--- src/design/bti_pkg.sv ---
// shared types and constants for the bilinear table interpolator
package bti_pkg;

  localparam int VAL_W    = 32;
  localparam int WGT_W    = 21;
  localparam int WFRAC_W  = 20;
  localparam int MUL_W    = 33;
  localparam int PROD_W   = 2 * MUL_W;
  localparam int ACC_W    = 55;
  localparam int POS_W    = 64;
  localparam int POS_FRAC = 36;
  localparam int IP_W     = POS_W - POS_FRAC;
  localparam int CFG_IDX_W = 3;

  localparam logic [WGT_W-1:0] W_ONE = WGT_W'(1) << WFRAC_W;

  localparam logic [CFG_IDX_W-1:0] CFG_DENSITY_ORIGIN   = 3'd0;
  localparam logic [CFG_IDX_W-1:0] CFG_DENSITY_INV_STEP = 3'd1;
  localparam logic [CFG_IDX_W-1:0] CFG_DENSITY_POINTS   = 3'd2;
  localparam logic [CFG_IDX_W-1:0] CFG_TEMP_ORIGIN      = 3'd3;
  localparam logic [CFG_IDX_W-1:0] CFG_TEMP_INV_STEP    = 3'd4;
  localparam logic [CFG_IDX_W-1:0] CFG_TEMP_POINTS      = 3'd5;

  typedef enum logic [1:0] {
    ACT_LOAD     = 2'd0,
    ACT_EVAL_ONE = 2'd1,
    ACT_EVAL_ALL = 2'd2,
    ACT_NONE     = 2'd3
  } action_t;

  typedef enum logic [1:0] {
    ACC_HOLD = 2'd0,
    ACC_LOAD = 2'd1,
    ACC_ADD  = 2'd2
  } acc_op_t;

  typedef struct packed {
    logic    mul_en;
    acc_op_t acc_op;
  } mac_ctrl_t;

  typedef struct packed {
    action_t            action;
    logic [3:0]         quantity;
    logic [7:0]         row_density;
    logic [6:0]         row_temp;
    logic signed [31:0] entry_value;
    logic signed [31:0] log_density;
    logic signed [31:0] log_temp;
  } in_item_t;

  typedef struct packed {
    logic signed [31:0] result_value;
    logic [3:0]         result_quantity;
    logic               last;
    logic               out_of_range;
  } out_item_t;

endpackage

--- src/design/bti_mac.sv ---
// shared signed multiplier with registered product and accumulator
module bti_mac (
  input  logic                                clk,
  input  bti_pkg::mac_ctrl_t                  ctrl,
  input  logic signed [bti_pkg::MUL_W-1:0]    mul_a,
  input  logic signed [bti_pkg::MUL_W-1:0]    mul_b,
  output logic signed [bti_pkg::PROD_W-1:0]   prod,
  output logic signed [bti_pkg::ACC_W-1:0]    acc
);

  logic signed [bti_pkg::PROD_W-1:0] prod_r;
  logic signed [bti_pkg::ACC_W-1:0]  acc_r;

  always_ff @(posedge clk) begin
    if (ctrl.mul_en) begin
      prod_r <= mul_a * mul_b;
    end
    case (ctrl.acc_op)
      bti_pkg::ACC_LOAD: acc_r <= prod_r[bti_pkg::ACC_W-1:0];
      bti_pkg::ACC_ADD:  acc_r <= acc_r + prod_r[bti_pkg::ACC_W-1:0];
      default:           acc_r <= acc_r;
    endcase
  end

  assign prod = prod_r;
  assign acc  = acc_r;

endmodule

--- config.mk ---
export PLATFORM = sky130hd
export DESIGN_NAME = bti_mac
export DESIGN_NICKNAME = d
export VERILOG_FILES = /design/src/design/bti_pkg.sv /design/src/design/bti_mac.sv
export SDC_FILE = /design/constraint.sdc
export NUM_CORES = 2
export LEC_CHECK = 0
export BUFFER_PORTS_ARGS = -buffer_cell sky130_fd_sc_hd__buf_2
export CAP_MARGIN = 20
export CELL_PAD_IN_SITES_DETAIL_PLACEMENT = 0
export CELL_PAD_IN_SITES_GLOBAL_PLACEMENT = 1
export CORE_MARGIN = 2
export CORE_UTILIZATION = 25
export DETAILED_ROUTE_END_ITERATION = 12
export HOLD_SLACK_MARGIN = 0.15
export MAX_ROUTING_LAYER = met4
export PLACE_DENSITY = 0.55
export SYNTH_ARGS = -nofsm -noshare
export SYNTH_HDL_FRONTEND = slang
export SYNTH_SLANG_ARGS = --single-unit
--- constraint.sdc ---
create_clock -name clk -period 8 [get_ports clk]
set_input_delay 0.4 -clock clk [delete_from_list [all_inputs] [get_ports clk]]
set_output_delay 0.4 -clock clk [all_outputs]
set_load 0.02 [all_outputs]
==> results.cfg <==
[outcome]
outcome = complete, no violations

[global_routing]
grt-ovfl-total = 0
grt_antenna_before_repair = 11
grt_pass1_wl_mm = 220
grt_max_degree = 56
grt_pass1_vias = 36400
globalRouteTotalUtil = 0.159

[worst_setup_path]
cp-end-kind = flip-flop
crit_path_start_kind = input port
crit_path_max_incr_delay_ps = 630
cp_top_family = adder cells
cpMostUsedCell = fa_1
required_ps = 8220
critPathKind = input port to flip-flop
worst-path-buf-inv = 9
critical_path.max_fanout = 9
cp_slowest_cell = fa_2
worstPathArrival_ps = 8050

[logic_synthesis]
avgSynthCellArea_um2 = 9.60
synth_top_area_share = 0.502
syn_area_mm2 = 0.0457
synth_edf_count = 121
yosys_warnings = 0
syn_nets = 6248
netlist_top_cells_area = fa_1, inv_1, edfxtp_1, ha_1, and2_1
synthFlopType = edfxtp_1
synth_top_area_cell = fa_1
yosysSeqAreaShare = 0.0795
synthArstFlopShare = 0
syn_inst = 4760
ys_types = 72
synth-seq-cells = 121

[clock_tree]
clock_sinks = 121
cts_buffers = 17
cts_root_buf = clkbuf_16
cts_tree = built
hold_buffers = 0
cts_buffer_depth = 2
htree_levels = 4
insertion_delay_ps = 480
clk_pin_slew_worst_paths_ps = 70

[floorplanning]
die_area_mm2 = 0.186
start_util = 0.252
core_mm2 = 0.181
num_rows = 156
fp.dieH_um = 432
ios = 191
die_w_um = 432

[worst_hold_path]
hold_class = input port to flip-flop

[sta]
skew_ps = 11.6
finalHoldViolCount = 0
relSlewSlack = 0.409
slew_viol_final = 0
fmax_ghz = 0.128
rsz0062_at_grt = yes
setup_violations = 0
fin_crit_ps = 7820
worstMarginPinSlew_ps = 887
min_period_over_period = 0.978

[detailed_routing]
routed_wl_mm = 140
firstDrtPassIters = 5
ant_nets = 0
via_count = 32900
routed_via_density = 4.33
drc = 0
drt_iter0_drc = 1346
wl_per_cell_um = 18.5

[placed_design]
gp_congestion = 0.846
io_buffers = 190
place_area_mm2 = 0.0524
hpwl_mm = 124

[cells_and_area]
drive_gt1_frac = 0.153
fin_util = 0.295
syn_to_final_growth_pct = 17.0
design_area_mm2 = 0.0535
fillerInstances = 19300
fin_nets = 6695

[flow_run]
maxCapViolCount = 0
cell usage in the layout (no fill, tap or decap), types with 25 or more instances in the layout:
cell,instances
and2_1,536
a21oi_1,105
edfxtp_1,121
buf_4,446
ha_1,267
nand3_1,25
buf_2,152
xor2_1,34
a21o_1,61
o21ai_0,49
nand2_1,584
inv_1,1135
fa_1,1131
mux2_2,42
xnor2_1,88
nor2_1,83
final timing paths:
kind              end       from  depth (start not counted)  slack [ps]
min          prod[10]    ctrl[2]                          1         300
max reg2reg   acc[51]   prod[18]                         12        3800
max          prod[59]  mul_a[10]                         29         180
min reg2reg    acc[0]    prod[0]                          1         610
cell type report:
class,instances,area [um^2],area share
Clock inverter,15,155,0.00290
Timing Repair Buffer,648,4800,0.0897
Sequential cell,121,3630,0.0679
Clock buffer,17,425,0.00796
Inverter,1139,4280,0.0800
Multi-Input combinational cell,3280,37200,0.696
Tap cell,2370,2970,0.0555
Antenna cell,5,12.5,0.000234
through the flow:
stage                     setup TNS, ps  cells  worst slack [ps]  hold WS (ps)
after floorplan                       0   4760              9.26           512
after global placement            -8510   7554              -712           593
after detailed placement          -8270   7554              -743           601
after CTS                             0   7587              44.0           249
after global routing              -39.2   7593             -34.7           256
final                                 0   7595               176           301
cell usage after synthesis, types with 13 or more instances:
cell / count
mux2_2: 42
nand2_1: 587
nand2b_1: 19
inv_1: 1139
o21ai_0: 52
ha_1: 272
nand4_1: 21
clkbuf_1: 215
fa_1: 1146
xor2_1: 34
and2_1: 539
a21oi_1: 119
nor3_1: 13
edfxtp_1: 121
o21bai_1: 22
a21o_1: 61
nand3_1: 25
nor2_1: 84
xnor2_1: 88
state kept, by name (all words and copies together), names as in the netlist:
name / cells
acc: 55
prod: 66
per-layer routing:
layer	vias up	track usage	part of all wire
met2	511	0.283	0.53
met4	0	0.0367	0.024
met3	156	0.0204	0.034
li1	14900	-	-
met5	-	-	0
met1	17300	0.192	0.41
cell families after synthesis:
| kind of cell | synth area share |
|---|---|
| XOR/XNOR | 0.0234 |
| buffers and inverters | 0.112 |
| multiplexers | 0.0106 |
| AND/OR/NAND/NOR | 0.146 |
| AO/OA/AOI/OAI | 0.0521 |
| adder cells (fa/ha/maj) | 0.577 |
| flip-flops | 0.0795 |
timing repair:
item,4_1_cts,5_1_grt
gates resized for setup,22,111
endpoints found under the hold margin,0,0
gates cloned,0,0
pin swaps,2,32
endpoints found under the setup margin,9,14
setup buffers,1,3
Power is left out: the tool's default activity adds up to more than one toggle a clock period on the data nets, which glitch-free logic cannot reach.
