**src/design/bti_pkg.sv**
```systemverilog
// shared types and constants for the bilinear table interpolator
package bti_pkg;

  localparam int VAL_W    = 32;
  localparam int WGT_W    = 21;
  localparam int WFRAC_W  = 20;
  localparam int MUL_W    = 33;
  localparam int PROD_W   = 2 * MUL_W;
  localparam int ACC_W    = 55;
  localparam int POS_W    = 64;
  localparam int POS_FRAC = 36;
  localparam int IP_W     = POS_W - POS_FRAC;
  localparam int CFG_IDX_W = 3;

  localparam logic [WGT_W-1:0] W_ONE = WGT_W'(1) << WFRAC_W;

  localparam logic [CFG_IDX_W-1:0] CFG_DENSITY_ORIGIN   = 3'd0;
  localparam logic [CFG_IDX_W-1:0] CFG_DENSITY_INV_STEP = 3'd1;
  localparam logic [CFG_IDX_W-1:0] CFG_DENSITY_POINTS   = 3'd2;
  localparam logic [CFG_IDX_W-1:0] CFG_TEMP_ORIGIN      = 3'd3;
  localparam logic [CFG_IDX_W-1:0] CFG_TEMP_INV_STEP    = 3'd4;
  localparam logic [CFG_IDX_W-1:0] CFG_TEMP_POINTS      = 3'd5;

  typedef enum logic [1:0] {
    ACT_LOAD     = 2'd0,
    ACT_EVAL_ONE = 2'd1,
    ACT_EVAL_ALL = 2'd2,
    ACT_NONE     = 2'd3
  } action_t;

  typedef enum logic [1:0] {
    ACC_HOLD = 2'd0,
    ACC_LOAD = 2'd1,
    ACC_ADD  = 2'd2
  } acc_op_t;

  typedef struct packed {
    logic    mul_en;
    acc_op_t acc_op;
  } mac_ctrl_t;

  typedef struct packed {
    action_t            action;
    logic [3:0]         quantity;
    logic [7:0]         row_density;
    logic [6:0]         row_temp;
    logic signed [31:0] entry_value;
    logic signed [31:0] log_density;
    logic signed [31:0] log_temp;
  } in_item_t;

  typedef struct packed {
    logic signed [31:0] result_value;
    logic [3:0]         result_quantity;
    logic               last;
    logic               out_of_range;
  } out_item_t;

endpackage

```
**src/design/bti_axis.sv**
```systemverilog
// axis locate: cell index, upper weight and clamp flag from the scaled position
module bti_axis #(
  parameter int POINTS_MAX = 256,
  parameter int CFG_W      = 9,
  parameter int IW         = 8
) (
  input  logic                         neg,
  input  logic [bti_pkg::POS_W-1:0]    pos,
  input  logic [CFG_W-1:0]             points,
  output logic [IW-1:0]                idx,
  output logic [bti_pkg::WGT_W-1:0]    w1,
  output logic                         oor
);

  localparam int MW = $clog2(POINTS_MAX + 1);
  localparam int NW = (CFG_W > MW) ? CFG_W : MW;

  logic [NW-1:0]                npts;
  logic [NW-1:0]                last_pt;
  logic [bti_pkg::IP_W-1:0]     ip;
  logic [bti_pkg::IP_W-1:0]     last_ext;
  logic [bti_pkg::POS_FRAC-1:0] frac;

  always_comb begin
    if (NW'(points) < NW'(2)) begin
      npts = NW'(2);
    end else if (NW'(points) > NW'(POINTS_MAX)) begin
      npts = NW'(POINTS_MAX);
    end else begin
      npts = NW'(points);
    end
    last_pt  = npts - NW'(1);
    last_ext = bti_pkg::IP_W'(last_pt);
    ip       = pos[bti_pkg::POS_W-1:bti_pkg::POS_FRAC];
    frac     = pos[bti_pkg::POS_FRAC-1:0];
    if (neg) begin
      idx = '0;
      w1  = '0;
      oor = 1'b1;
    end else if (ip > last_ext || (ip == last_ext && frac != '0)) begin
      idx = IW'(npts - NW'(2));
      w1  = bti_pkg::W_ONE;
      oor = 1'b1;
    end else if (ip == last_ext) begin
      idx = IW'(npts - NW'(2));
      w1  = bti_pkg::W_ONE;
      oor = 1'b0;
    end else begin
      idx = IW'(ip);
      w1  = {1'b0, pos[bti_pkg::POS_FRAC-1:bti_pkg::POS_FRAC-bti_pkg::WFRAC_W]};
      oor = 1'b0;
    end
  end

endmodule

```
**config.mk**
```make
export PLATFORM = sky130hd
export DESIGN_NAME = bti_axis
export DESIGN_NICKNAME = d
export VERILOG_FILES = /design/src/design/bti_pkg.sv /design/src/design/bti_axis.sv
export SDC_FILE = /design/constraint.sdc
export NUM_CORES = 1
export LEC_CHECK = 0
export BUFFER_PORTS_ARGS = -buffer_cell sky130_fd_sc_hd__buf_4
export CAP_MARGIN = 20
export CORE_MARGIN = 2
export CORE_UTILIZATION = 35
export DETAILED_ROUTE_END_ITERATION = 6
export GPL_ROUTABILITY_DRIVEN = 0
export PLACE_DENSITY = 0.78
export SYNTH_ARGS = -nofsm -noshare
export SYNTH_HDL_FRONTEND = slang
export SYNTH_SLANG_ARGS = --single-unit
export TNS_END_PERCENT = 5
```
**constraint.sdc**
```tcl
create_clock -name vclk -period 5
set_input_delay 0.25 -clock vclk [all_inputs]
set_output_delay 0.25 -clock vclk [all_outputs]
set_load 0.1 [all_outputs]
```
==> results of run 1 <==
## metrics by stage
step | area [µm²] | worst slack (ns)
floorplan | 1033 | -0.7556
CTS | 1823 | 0.7207
global route | 1823 | 0.5500
detailed placement | 1823 | 0.7167
global placement | 1823 | 0.8195
finish | 1823 | 0.6852
## kinds of logic (layout without fill, tap and decap cells)
family	after synthesis	after routing
and+or+nand+nor	88	88
buffers and inverters	12	108
AOI/OAI and AO/OA	32	32
adders and majority gates	11	11
xor gates and xnor gates	4	4
muxes	6	6
## final timing paths
kind | from | endpoint | depth (start not counted) | slack (ns)
setup / recovery | points[7] | idx[2] | 14 | 0.69
hold / removal | pos[20] | w1[4] | 3 | 0.96
## metal layers
metal  track usage  up-vias
met5             0        -
met4       0.03322        0
met3       0.01116        6
met2        0.3571       71
met1        0.3039      687
li1              -      770
## critical path, stage by stage
cell	delay [ns]
buf_4	0.13
or4_4	0.56
o41a_1	0.39
ha_1	0.30
and2_1	0.23
o21a_1	0.12
a21oi_1	0.11
ha_1	0.26
a21oi_1	0.15
o22ai_1	0.08
o2111a_1	0.33
or3_1	0.46
a211oi_1	0.33
buf_4	0.36
## cell usage in the layout, fill, tap and decap left out, types with 2 or more instances in the layout
cell type,synthesis,final
a211oi_1,2,2
o21ai_1,4,4
and2_1,21,21
nand4_1,3,3
nand2b_1,7,7
nand3_1,2,2
a21o_1,2,2
mux2_2,3,3
mux2i_1,2,2
or4_1,2,2
nor2b_1,7,7
inv_1,3,3
nand2_1,5,5
or3_1,3,3
o211ai_1,3,3
ha_1,11,11
xnor2_1,3,3
nor2_1,10,10
a31oi_1,2,2
nor3_1,3,3
a21oi_1,11,11
and3_1,2,2
nor4_1,19,18
buf_4,0,105
## cell type report
cell class / count / area [µm²]
inverters: 3 / 11.26
well taps: 31 / 38.79
repair buffers: 105 / 788.3
fillers: 261 / 958.4
multi-input cells: 141 / 984.7
## power groups by stage
stage	logic [mW]	registers, mW	clock network, mW
global placement	0.159	0	0
detailed placement	0.160	0	0
floorplan	0.0938	0	0
CTS	0.161	0	0
global route	0.173	0	0
finish	0.161	0	0
==> qor.yml, run 1 <==
run_status:
  status: "completed"
timing:
  post-route-period-util: 0.8630
  rsz0062_at_grt: "false"
  final.min_clock_period_ns: 4.315
  worst_slew_margin_rel: 0.6333
  finalHoldViolations: 0
  maxSlewViolCount: 0
  setup_tns_ns: 0
  holdWs_ns: 0.9588
  setup_viol: 0
  worst_pin_slew_ns: 0.5501
  max_freq_ghz: 0.2318
drt:
  wl_met3_um: 242
  vias: 1534
  drc_errors: 0
  via_per_inst: 5.479
  drt-pass1-iter-count: 4
  wl_per_cell_um: 13.71
  wl_met1_um: 1658
  finalWirelength_um: 3838
  highest_layer: "met4"
  drtAntennaViolNets: 0
  drt-initial-drc-count: 76
  met2_length_um: 1878
power_and_ir_drop:
  power.leakage_nw: 0.8743
  switching_power_uw: 89.15
  fin_total_pwr_uw: 160.8
  power_density_mw_per_mm2: 88.18
  p_clk_frac: 0
  p_sw_frac: 0.5546
  seqPwrFrac: 0
  intPower_uw: 71.59
  irDropWorstVdd_mv: 0.08294
  power_frac_comb: 1.000
flow_run:
  cap_violations: 0
synthesis:
  syn_area_mm2: 0.001027
  seq_area_frac_synth: 0
  yosys.area.top_type_share: 0.1340
  synthSimpleGateAreaFrac: 0.5128
  synth_mux_area_frac: 0.06334
  synth_area_leaders: "ha_1 (13%), and2_1 (13%), nor4_1 (12%)"
  synth_commonest_cells: "and2_1 (21), nor4_1 (19), a21oi_1 (11), ha_1 (11), nor2_1 (10)"
  ys_types: 40
  synth.largest_area_cell: "ha_1"
  synth_nets: 238
  yosysMostFrequentCell: "and2_1"
  synthAdderAreaFrac: 0.1340
  yosysWarnings: 0
  synth_compound_area_frac: 0.2022
  postSynthAreaPerCell_um2: 6.714
  synth_top_family_by_area: "simple AND/OR/NAND/NOR gates"
  syn-instance-count: 153
  synth-xor-area-share: 0.03410
global_route:
  grt_max_degree: 21
  grt_pass1_wl_um: 5940
  grt.total_usage: 0.2124
  globalRouteOverflowTotal: 0
  grt_pass1_vias: 1392
  antenna_found_initial: 0
floorplanning:
  initial_core_util: 0.3693
  core_mm2: 0.002781
  die_x_um: 58.18
  rows: 19
  io_pins: 104
  die_h_um: 58.18
  die_area_mm2: 0.003384
placement:
  dpl.hpwl_um: 3371
  port_buffers: 104
  dp_cells: 280
worst_setup_path:
  path_max_fanout: 7
  start_kind: "input port"
  arrival_ns: 4.06
  crit_type: "input port to primary output"
  cp-end-kind: "primary output"
  crit_required_ns: 4.75
finish:
  num_antenna_cells: 0
  final.clkbuf_count: 0
  area_growth_pct: 77.47
  finalNonFillerCells: 280
  drive_above_1_share: 0.4498
  utilization: 0.6554
  seqCellArea_um2: 0
  nNetsFinal: 336
  seq_cells: 0
hold_path:
  hp-class: "input port to primary output"
clocking:
  post_cts_buffers: 0
  cts.repair.resized: 0
  ctsHoldBuffers: 0
Note: power is estimated with default switching activity, not from simulation.
==> run 2: changes to the inputs <==
Settings changed: BUFFER_PORTS_ARGS -buffer_cell sky130_fd_sc_hd__buf_4 to -buffer_cell sky130_fd_sc_hd__clkbuf_2.
==> run 2 against run 1 <==
Compared with the run above:
- combinational power decreased by 12%
- die area unchanged
- non-clock buffer count stayed put
- clock-buffer cell count did not move
- highest routed layer unchanged
- design area down 14%
- total power shrank 12%
- largest cell class unchanged
- critical endpoint unchanged
- flip-flop and latch count did not move
- global-route usage decreased by 1.3 points
- cell count is the same
==> qor.yml, run 2 (synthesis results as in run 1) <==
run_status:
  status: "completed"
drt:
  drt-initial-drc-count: 62
  drtAntennaViolNets: 0
  via_per_inst: 5.432
  drc_errors: 0
  finalWirelength_um: 3504
  wl_per_cell_um: 12.51
  drt-pass1-iter-count: 4
  vias: 1521
finish:
  num_antenna_cells: 0
  nNetsFinal: 336
  finalNonFillerCells: 280
  utilization: 0.5619
  drive_above_1_share: 0.4498
  area_growth_pct: 52.13
  final_common_cell: "clkbuf_2"
  seq_cells: 0
  seqCellArea_um2: 0
  final.clkbuf_count: 0
  mostFrequentLayoutCells: "clkbuf_2 (104), and2_1 (21), nor4_1 (18)"
global_route:
  grt_pass1_wl_um: 5547
  antenna_found_initial: 0
  grt.total_usage: 0.1994
  grt_pass1_vias: 1356
  grt_max_degree: 21
  globalRouteOverflowTotal: 0
clocking:
  post_cts_buffers: 0
  cts.repair.resized: 0
  ctsHoldBuffers: 0
power_and_ir_drop:
  power_density_mw_per_mm2: 90.30
  power.leakage_nw: 0.8030
  irDropWorstVdd_mv: 0.07664
timing:
  final.min_clock_period_ns: 4.487
  max_freq_ghz: 0.2229
  worst_pin_slew_ns: 0.5569
  finalHoldViolations: 0
  post-route-period-util: 0.8975
  maxSlewViolCount: 0
  setup_viol: 0
  rsz0062_at_grt: "false"
  worst_slew_margin_rel: 0.6303
floorplanning:
  io_pins: 104
  initial_core_util: 0.3693
  die_area_mm2: 0.003384
  core_mm2: 0.002781
  die_x_um: 58.18
  rows: 19
  die_h_um: 58.18
worst_setup_path:
  start_kind: "input port"
  cp_cell_sequence: "clkbuf_2, or4_4, o41a_1, ha_1, and2_1, o21a_1, a21oi_1, ha_1, a21oi_1, o22ai_1, o2111a_1, or3_1, a211oi_1, clkbuf_2"
  cp.depth: 14
  arrival_ns: 4.24
  crit_path_end: "idx[2]"
  cp-end-kind: "primary output"
  cp_slowest_cell: "or4_4"
  critical_path.n_buffers_inverters: 2
  critPathTopFamily: "compound AO/OA/AOI/OAI gates"
  path_max_fanout: 9
  crit_type: "input port to primary output"
  max_stage_delay_ns: 0.56
  crit_required_ns: 4.75
  worstSetupStartpoint: "points[6]"
placement:
  dpl.hpwl_um: 3091
  port_buffers: 104
  dp_cells: 280
flow_run:
  cap_violations: 0
hold_path:
  hp-class: "input port to primary output"
## run 2: cell count changes in the layout (fill, tap and decap cells not counted)
cell,previous run,this run
buf_4,105,1
clkbuf_2,0,104
## run 2: report_power, final
group	internal (mW)	switching [mW]	total, mW
sequential	0	0	0
combinational	0.0522	0.0889	0.141
clock	0	0	0
total	0.0522	0.0889	0.141
## run 2: cell type report
| type | instances | area, µm² |
|---|---|---|
| repair buffers | 105 | 528.0 |
| fillers | 266 | 1219 |
| well taps | 31 | 38.79 |
| inverters | 3 | 11.26 |
| multi-input cells | 141 | 984.7 |
## run 2: stage by stage
step                      power [mW]  hold slack, ns  setup slack, ns  area [µm²]  setup TNS, ns
after floorplan              0.09382          0.9522          -0.7556        1033         -1.421
after global placement        0.1393           1.069           0.6487        1563              0
after detailed placement      0.1401           1.072           0.5408        1563              0
after CTS                     0.1405           1.071           0.5411        1563              0
after global routing          0.1535           1.080           0.2891        1563              0
final                         0.1411           1.068           0.5127        1563              0
## run 2: worst min-delay path by stage
stage	start	end	cells past startpoint	slack (ns)
floorplan	pos[16]	w1[0]	1	0.95
global placement	pos[33]	w1[17]	3	1.07
detailed placement	pos[35]	w1[19]	3	1.07
CTS	pos[35]	w1[19]	3	1.07
global route	pos[35]	w1[19]	3	1.08
finish	pos[35]	w1[19]	3	1.07
## run 2: layer usage
| layer | GRT usage | vias to the layer above | wire length (µm) |
|---|---|---|---|
| met5 | 0 | - | 0 |
| li1 | - | 776 | - |
| met4 | 0.01329 | 0 | 16 |
| met2 | 0.3750 | 81 | 1776 |
| met3 | 0.004464 | 2 | 244 |
| met1 | 0.2630 | 662 | 1467 |
==> run 3: changes to the inputs <==
Settings changed: CELL_PAD_IN_SITES_DETAIL_PLACEMENT from default to 0, CELL_PAD_IN_SITES_GLOBAL_PLACEMENT from default to 1, CORE_ASPECT_RATIO from default to 1.1, CORE_UTILIZATION 35 to 23, PLACE_DENSITY 0.78 to 0.83.
==> run 3 against run 2 <==
Compared with the run above:
- flip-flop and latch count did not move
- utilization fell by 19 points
- total power increased by 0.16%
- cell count rose by 8.2%
- routed wire length is 8.3% higher
- die area up 48%
- worst hold slack gained 0.00063 ns
- setup slack gained 0.0057 ns
- global-route usage fell by 5.6 points
- first-iteration DRC count grew 92%
- design area grew 1.8%
- critical path depth unchanged
- critical path type unchanged
- largest power group unchanged
==> qor.yml, run 3 (synthesis results as in run 1) <==
timing:
  post-route-period-util: 0.8963
  setup_viol: 0
  holdWs_ns: 1.069
  final.min_clock_period_ns: 4.482
  max_freq_ghz: 0.2231
  worst_slew_margin_rel: 0.6342
  worst_pin_slew_ns: 0.5511
  rsz0062_at_grt: "false"
  finalHoldViolations: 0
  maxSlewViolCount: 0
worst_setup_path:
  crit_required_ns: 4.75
  max_stage_delay_ns: 0.55
  path_max_fanout: 9
  crit_type: "input port to primary output"
  arrival_ns: 4.23
  cp_cell_sequence: "clkbuf_2, or4_4, o41a_1, ha_1, and2_1, o21a_1, a21oi_1, ha_1, a21oi_1, o22ai_1, o2111a_1, or3_1, a211oi_1, clkbuf_2"
  cp-end-kind: "primary output"
  cp_slowest_cell: "or4_4"
  start_kind: "input port"
floorplanning:
  core_mm2: 0.004285
  die_x_um: 67.72
  io_pins: 104
  die_area_mm2: 0.005017
  initial_core_util: 0.2397
  die_h_um: 74.09
  rows: 25
global_route:
  antenna_found_initial: 0
  globalRouteOverflowTotal: 0
  grt_pass1_vias: 1396
  grt.total_usage: 0.1429
  grt_pass1_wl_um: 5782
  grt_max_degree: 21
drt:
  via_per_inst: 4.997
  finalWirelength_um: 3794
  vias: 1514
  drc_errors: 0
  drt-pass1-iter-count: 4
  drtAntennaViolNets: 0
  wl_per_cell_um: 12.52
  drt-initial-drc-count: 119
power_and_ir_drop:
  p_sw_frac: 0.6311
  irDropWorstVdd_mv: 0.02853
  seqPwrFrac: 0
  intPower_uw: 52.14
  power_density_mw_per_mm2: 88.81
  switching_power_uw: 89.20
  p_clk_frac: 0
  power.leakage_nw: 0.8030
  power_frac_comb: 1.000
  fin_total_pwr_uw: 141.3
placement:
  port_buffers: 104
  dpl.hpwl_um: 3320
finish:
  final_common_cell: "clkbuf_2"
  nNetsFinal: 336
  drive_above_1_share: 0.4498
  area_growth_pct: 54.93
  fillers: 469
  utilization: 0.3714
  num_antenna_cells: 0
  mostFrequentLayoutCells: "clkbuf_2 (104), and2_1 (21), nor4_1 (18)"
  seqCellArea_um2: 0
  seq_cells: 0
  final.clkbuf_count: 0
clocking:
  cts.repair.resized: 0
  post_cts_buffers: 0
  ctsHoldBuffers: 0
run_status:
  status: "completed"
flow_run:
  cap_violations: 0
hold_path:
  hp-class: "input port to primary output"
-- run 3: layout make-up --
| type | count | area, µm² | share of cell area |
|---|---|---|---|
| Multi-Input combinational cell | 141 | 984.7 | 0.6187 |
| Tap cell | 54 | 67.56 | 0.04245 |
| Timing Repair Buffer | 105 | 528.0 | 0.3318 |
| Inverter | 3 | 11.26 | 0.007075 |
-- run 3: path summary, 6_finish.rpt --
kind / startpoint / end / slack, ns / cells past startpoint
max: points[6] / idx[2] / 0.52 / 14
min: pos[16] / w1[0] / 1.07 / 3
-- run 3: power by group through the flow --
| stage | registers (mW) | clock network (mW) | logic [mW] |
|---|---|---|---|
| 2_1_floorplan | 0 | 0 | 0.0938 |
| 3_3_place_gp | 0 | 0 | 0.141 |
| 3_5_place_dp | 0 | 0 | 0.141 |
| 4_1_cts | 0 | 0 | 0.142 |
| 5_1_grt | 0 | 0 | 0.155 |
| 6_report | 0 | 0 | 0.141 |
-- run 3: routing by layer --
layer	GRT usage	routed length [µm]
met4	0.01587	35
met1	0.1775	1613
met2	0.2778	1894
met5	0	0
met3	0.003026	252
-- run 3: metrics by stage --
step | setup WS [ns] | cells | cell area (µm²) | TNS, ns
after floorplan | -0.7556 | 153 | 1033 | -1.421
after global placement | 0.5514 | 303 | 1592 | 0
after CTS | 0.5419 | 303 | 1592 | 0
after detailed placement | 0.5406 | 303 | 1592 | 0
after global routing | 0.2932 | 303 | 1592 | 0
final | 0.5184 | 303 | 1592 | 0
-- run 3: worst max-delay path, delay by kind of cell --
kind	cells	cell delay (ns)
AOI/OAI and AO/OA	7	1.48
adders and majority gates	2	0.59
buffers and inverters	2	0.64
and+or+nand+nor	3	1.26
